`src/design/chf_pkg.sv`:
```
// Shared constants and saturation functions for the Cholesky factor block.
package chf_pkg;
    localparam int MaxSize  = 8;
    localparam int FracBits = 16;
    localparam int Cells    = MaxSize * MaxSize;
    localparam int AddrW    = $clog2(Cells);
    localparam int IdxW     = $clog2(MaxSize);
    localparam int SzW      = 4;
    localparam int CntW     = 7;
    localparam logic signed [31:0] QMax = 32'sh7FFF_FFFF;
    localparam logic signed [31:0] QMin = 32'sh8000_0000;

    // saturate a 34-bit signed value to 32 bits
    function automatic logic signed [31:0] sat34(input logic signed [33:0] v);
        logic signed [31:0] r;
        if (v > 34'sh0_7FFF_FFFF) r = QMax;
        else if (v < -34'sh0_8000_0000) r = QMin;
        else r = v[31:0];
        return r;
    endfunction

    // product shift with floor, saturated
    function automatic logic signed [31:0] qscale(input logic signed [63:0] p);
        logic signed [63:0] s;
        logic signed [31:0] r;
        s = p >>> FracBits;
        if (s > 64'sh7FFF_FFFF) r = QMax;
        else if (s < -64'sh8000_0000) r = QMin;
        else r = s[31:0];
        return r;
    endfunction
endpackage

```
`src/design/chf_arith.sv`:
```
// Multi-cycle square root and divide unit for the Cholesky factor block.
module chf_arith (
    input  logic               i_clk,
    input  logic               i_rst_n,
    input  logic               i_start,
    input  logic               i_is_sqrt,   // 1: sqrt(a << F); 0: (a << F) / d
    input  logic signed [31:0] i_a,
    input  logic signed [31:0] i_d,
    output logic               o_done,
    output logic signed [31:0] o_result
);
    // sqrt: restoring one result bit per cycle over a 48-bit radicand (24 steps)
    // div : one quotient bit per cycle over a 48-bit dividend (48 steps)
    logic        r_busy, n_busy;
    logic        r_sq;
    logic [5:0]  r_cnt;
    logic [47:0] r_x;      // radicand or dividend shift register
    logic [49:0] r_rem;
    logic [47:0] r_q;
    logic [30:0] r_den;
    logic        r_neg;
    logic        r_done;

    logic [49:0] sq_trial, sq_rem_sh, dv_rem_sh;
    logic [47:0] q_abs;
    logic [31:0] mag;

    assign mag       = i_a[31] ? (~i_a + 32'd1) : i_a;
    assign sq_rem_sh = {r_rem[47:0], r_x[47:46]};
    assign sq_trial  = {r_q[47:0], 2'b01};
    assign dv_rem_sh = {r_rem[48:0], r_x[47]};
    assign n_busy    = i_start ? 1'b1 : (r_busy && r_cnt != 6'd0);

    always_ff @(posedge i_clk) begin
        if (!i_rst_n) begin
            r_busy <= 1'b0;
            r_done <= 1'b0;
        end else begin
            r_busy <= n_busy;
            r_done <= r_busy && r_cnt == 6'd0 && !i_start;
        end
        if (i_start) begin
            r_sq  <= i_is_sqrt;
            r_rem <= '0;
            r_q   <= '0;
            r_den <= i_d[30:0];
            r_neg <= i_a[31];
            if (i_is_sqrt) begin
                r_x   <= {i_a, 16'd0};
                r_cnt <= 6'd23;
            end else begin
                r_x   <= {mag, 16'd0};
                r_cnt <= 6'd47;
            end
        end else if (r_busy) begin
            r_cnt <= r_cnt - 6'd1;
            if (r_sq) begin
                r_x <= {r_x[45:0], 2'b00};
                if (sq_rem_sh >= sq_trial) begin
                    r_rem <= sq_rem_sh - sq_trial;
                    r_q   <= {r_q[46:0], 1'b1};
                end else begin
                    r_rem <= sq_rem_sh;
                    r_q   <= {r_q[46:0], 1'b0};
                end
            end else begin
                r_x <= {r_x[46:0], 1'b0};
                if (dv_rem_sh >= {19'd0, r_den}) begin
                    r_rem <= dv_rem_sh - {19'd0, r_den};
                    r_q   <= {r_q[46:0], 1'b1};
                end else begin
                    r_rem <= dv_rem_sh;
                    r_q   <= {r_q[46:0], 1'b0};
                end
            end
        end
    end

    // a dividend magnitude of 2^31 fits since mag is unsigned 32 bits
    assign q_abs = r_q;
    always_comb begin
        o_result = r_q[31:0];
        if (!r_sq) begin
            if (r_neg) begin
                if (q_abs > 48'h8000_0000) o_result = chf_pkg::QMin;
                else o_result = ~q_abs[31:0] + 32'd1;
            end else if (q_abs > 48'h7FFF_FFFF) begin
                o_result = chf_pkg::QMax;
            end
        end
    end
    assign o_done = r_done;
endmodule

```
`config.mk`:
```
export PLATFORM = sky130hd
export DESIGN_NAME = chf_arith
export DESIGN_NICKNAME = d
export VERILOG_FILES = /design/src/design/chf_pkg.sv /design/src/design/chf_arith.sv
export SDC_FILE = /design/constraint.sdc
export NUM_CORES = 1
export LEC_CHECK = 0
export BUFFER_PORTS_ARGS = -buffer_cell sky130_fd_sc_hd__buf_2
export CORE_MARGIN = 2
export CORE_UTILIZATION = 48
export CTS_CLUSTER_DIAMETER = 50
export DETAILED_ROUTE_END_ITERATION = 6
export PLACE_DENSITY = 0.77
export SLEW_MARGIN = 20
export SYNTH_ARGS = -nofsm -noshare
export SYNTH_HDL_FRONTEND = slang
export SYNTH_SLANG_ARGS = --single-unit
```
`constraint.sdc`:
```
create_clock -name i_clk -period 9.7 [get_ports i_clk]
set_input_delay 1.94 -clock i_clk [delete_from_list [all_inputs] [get_ports i_clk]]
set_output_delay 1.94 -clock i_clk [all_outputs]
set_load 0.005 [all_outputs]
```
==> results.sh <==
export IMPL_fin_crit_ns=6.85
export IMPL_pwr_share_clk_pct=12.6
export IMPL_clk_pin_slew_worst_paths_ns=0.07
export IMPL_post_drt_wl_per_cell_um=18.2
export IMPL_grt_pass1_vias=13200
export IMPL_fmax_mhz=146
export IMPL_ys_async_sr_fraction_pct=0
export IMPL_intPower_mw=2.86
export IMPL_cts_setup_buffers=0
export IMPL_yosys_warnings=0
export IMPL_cts_tree="yes"
export IMPL_syn_avg_cell_area_um2=7.86
export IMPL_cts_max_level=4
export IMPL_rr_worst_depth=11
export IMPL_drtIter0Drc=1272
export IMPL_postCtsHoldBufs=0
export IMPL_chipHeight_um=177
export IMPL_utilization_pct=53.0
export IMPL_clockBufferDepth=2
export IMPL_synth_edf_count=71
export IMPL_setup_viol_count_final=0
export IMPL_r2r_end="r_rem[37]$_SDFFE_PP0P_"
export IMPL_period_share_pct=70.6
export IMPL_outcome="completed"
export IMPL_io_pins=101
export IMPL_area_growth_pct=8.79
export IMPL_holdPathEnd="q_abs[39]$_SDFFE_PP0P_"
export IMPL_grt_ovfl_total=0
export IMPL_wirelength_mm=41.2
export IMPL_criticalPathCategory="reg2out"
export IMPL_rsz0062_at_grt="no"
export IMPL_dr_pass1_iters=6
export IMPL_nNetsFinal=2011
export IMPL_num_vias=14100
export IMPL_p_leak_nw=6.61
export IMPL_yosysMostFrequentCell="nand2_1"
export IMPL_synthDominantCellAreaShare_pct=14.8
export IMPL_worst_ir_drop_vdd_uv=228
export IMPL_synth_main_ff_cell="dfxtp_1"
export IMPL_hold_violations=0
export IMPL_r2r_start="r_rem[30]$_SDFFE_PP0P_"
export IMPL_cap_violations=0
export IMPL_synth_seq_area_share_pct=28.5
export IMPL_avgViaCountPerCell=6.22
export IMPL_syn_instance_count=1839
export IMPL_antenna_found_initial=2
export IMPL_finalSetupTns_ns=0
export IMPL_grt_max_degree=99
export IMPL_whs_ns=0.554
export IMPL_worstHoldPathType="reg2reg"
export IMPL_place_hpwl_mm=31.3
export IMPL_grt_usage_pct=25.9
export IMPL_end_kind="output port"
export IMPL_power_switching_mw=2.95
export IMPL_arrival_ns=4.91
export IMPL_die_w_um=177
export IMPL_tightest_slew_ns=0.988
export IMPL_power_frac_comb_pct=68.9
export IMPL_cts_resized=0
export IMPL_cts_buffers=17
export IMPL_initial_core_util_pct=48.7
export IMPL_r2r_setup_slack_ns=5.36
export IMPL_cts_root_buf="clkbuf_16"
export IMPL_min_from="q_abs[38]$_SDFFE_PP0P_"
export IMPL_startpoint_type="flip-flop"
export IMPL_place_gp_congestion=0.964
export IMPL_hold_depth=2
export IMPL_drv_slew=0
export IMPL_synth_cell_area_mm2=0.0144
export IMPL_power_total_mw=5.81
export IMPL_drive_gt1_share_pct=9.73
export IMPL_insertion_delay_ns=0.45
export IMPL_grt_pass1_wl_mm=65.3
export IMPL_core_mm2=0.0296
export IMPL_seq_power_share_pct=18.5
export IMPL_placementRows=63
export IMPL_io_buffers=99
export IMPL_synth_cell_type_count=76
export IMPL_required_ns=7.76
export IMPL_die_area_mm2=0.0315
export IMPL_synth_largest_area_cell="edfxtp_1"
export IMPL_synth_nets=1992
export IMPL_drc=0
export IMPL_synth_area_top_cells="edfxtp_1 15%, dfxtp_1 14%, ha_1 7.3%"
export IMPL_critical_path_peak_fanout=24
export IMPL_relSlewSlack_pct=34.2
export IMPL_p_per_area_mw_per_mm2=370
export IMPL_clock_sinks=170
export IMPL_drt_antenna_violating_nets=0
export IMPL_skew_ns=0.0126
export IMPL_swShare_pct=50.8
export IMPL_yosys_register_bits=170
export IMPL_synth_common_cells="179 x nand2_1, 150 x nor2_1, 148 x o21ai_0"
export IMPL_n_antenna_cell=0
cells by family after synthesis:
| group | synth area share (%) |
|---|---|
| and+or+nand+nor | 19.7 |
| adders and majority gates | 7.41 |
| DFF | 28.5 |
| xor gates and xnor gates | 6.73 |
| AOI/OAI and AO/OA | 25.2 |
| muxes | 6.19 |
| buffers and inverters | 6.28 |
layer usage:
layer  vias to the layer above  routed length (µm)  GRT usage (%)
li1                       6842                   -              -
met1                      6633               16700           30.7
met2                       474               20500           46.4
met3                       123                2190           3.81
met4                         0                1740           11.4
met5                         -                   0              0
placed cells by master (no fill, tap or decap), drive strengths merged, types with 9 or more instances in the layout:
master | netlist | layout
nor2b | 17 | 17
or4 | 18 | 18
or3 | 17 | 17
o21a | 11 | 11
o31ai | 15 | 15
a21oi | 140 | 140
xor2 | 41 | 41
dfxtp | 99 | 99
a31o | 10 | 10
a22oi | 13 | 13
edfxtp | 71 | 71
ha | 84 | 84
nand3 | 33 | 33
o211ai | 33 | 33
nor3 | 46 | 46
nand2b | 11 | 11
a31oi | 25 | 25
nor4 | 15 | 15
inv | 120 | 128
nand2 | 179 | 179
o311ai | 16 | 16
mux2i | 86 | 86
or2 | 9 | 9
a32o | 14 | 14
a21o | 33 | 33
o21bai | 16 | 16
o21ai | 151 | 151
buf | 24 | 112
nand4 | 48 | 48
and3 | 13 | 13
clkbuf | 88 | 18
xnor2 | 70 | 70
a211oi | 14 | 14
nor2 | 150 | 150
final cells by class:
cell class	instances	area (µm²)
Timing Repair Buffer	112	596
Clock inverter	14	183
Sequential cell	170	4120
Tap cell	390	488
Clock buffer	18	429
Inverter	120	450
Fill cell	2855	13900
Multi-Input combinational cell	1437	9450
registers in the layout, indices dropped and copies added (netlist names):
name,count
o_done,1
q_abs,48
r_busy,1
r_cnt,6
r_den,31
r_neg,1
r_rem,49
r_sq,1
r_x,32
worst max-delay path, cell delays in order, from the launching register on:
cell and delay (ns):
dfxtp_1 0.34, inv_1 0.16, ha_1 0.27, nor3b_1 0.35, nand3_1 0.22, or4_1 0.46
nor3_1 0.34, nand3_1 0.20, a21oi_2 0.68, nand2_1 0.66, o311ai_0 0.60, buf_2 0.19
power groups by stage:
stage	Clock, mW	Combinational, mW	Sequential, mW
2_1_floorplan	0	3.10	0.976
3_3_place_gp	0	3.87	1.08
3_5_place_dp	0	3.91	1.08
4_1_cts	0.740	3.95	1.07
5_1_grt	0.772	4.40	1.08
6_report	0.734	4.00	1.08
worst max path at each step:
stage	startpoint	endpoint	depth (start not counted)
2_1_floorplan	q_abs[0]$_SDFFE_PP0P_	o_result[31]	9
3_3_place_gp	q_abs[0]$_SDFFE_PP0P_	o_result[14]	11
3_5_place_dp	q_abs[0]$_SDFFE_PP0P_	o_result[14]	11
4_1_cts	q_abs[0]$_SDFFE_PP0P_	o_result[14]	11
5_1_grt	q_abs[0]$_SDFFE_PP0P_	o_result[14]	11
6_report	q_abs[1]$_SDFFE_PP0P_	o_result[14]	11
per-stage QoR:
stage                     instances  cell area (µm²)  setup slack, ns
after floorplan                1839            14400             4.83
after global placement         2229            15100             3.60
after detailed placement       2229            15100             3.50
after CTS                      2261            15700             2.98
after global routing           2261            15700             2.39
final                          2261            15700             2.85
No activity file was read; power rests on OpenSTA's default activity.
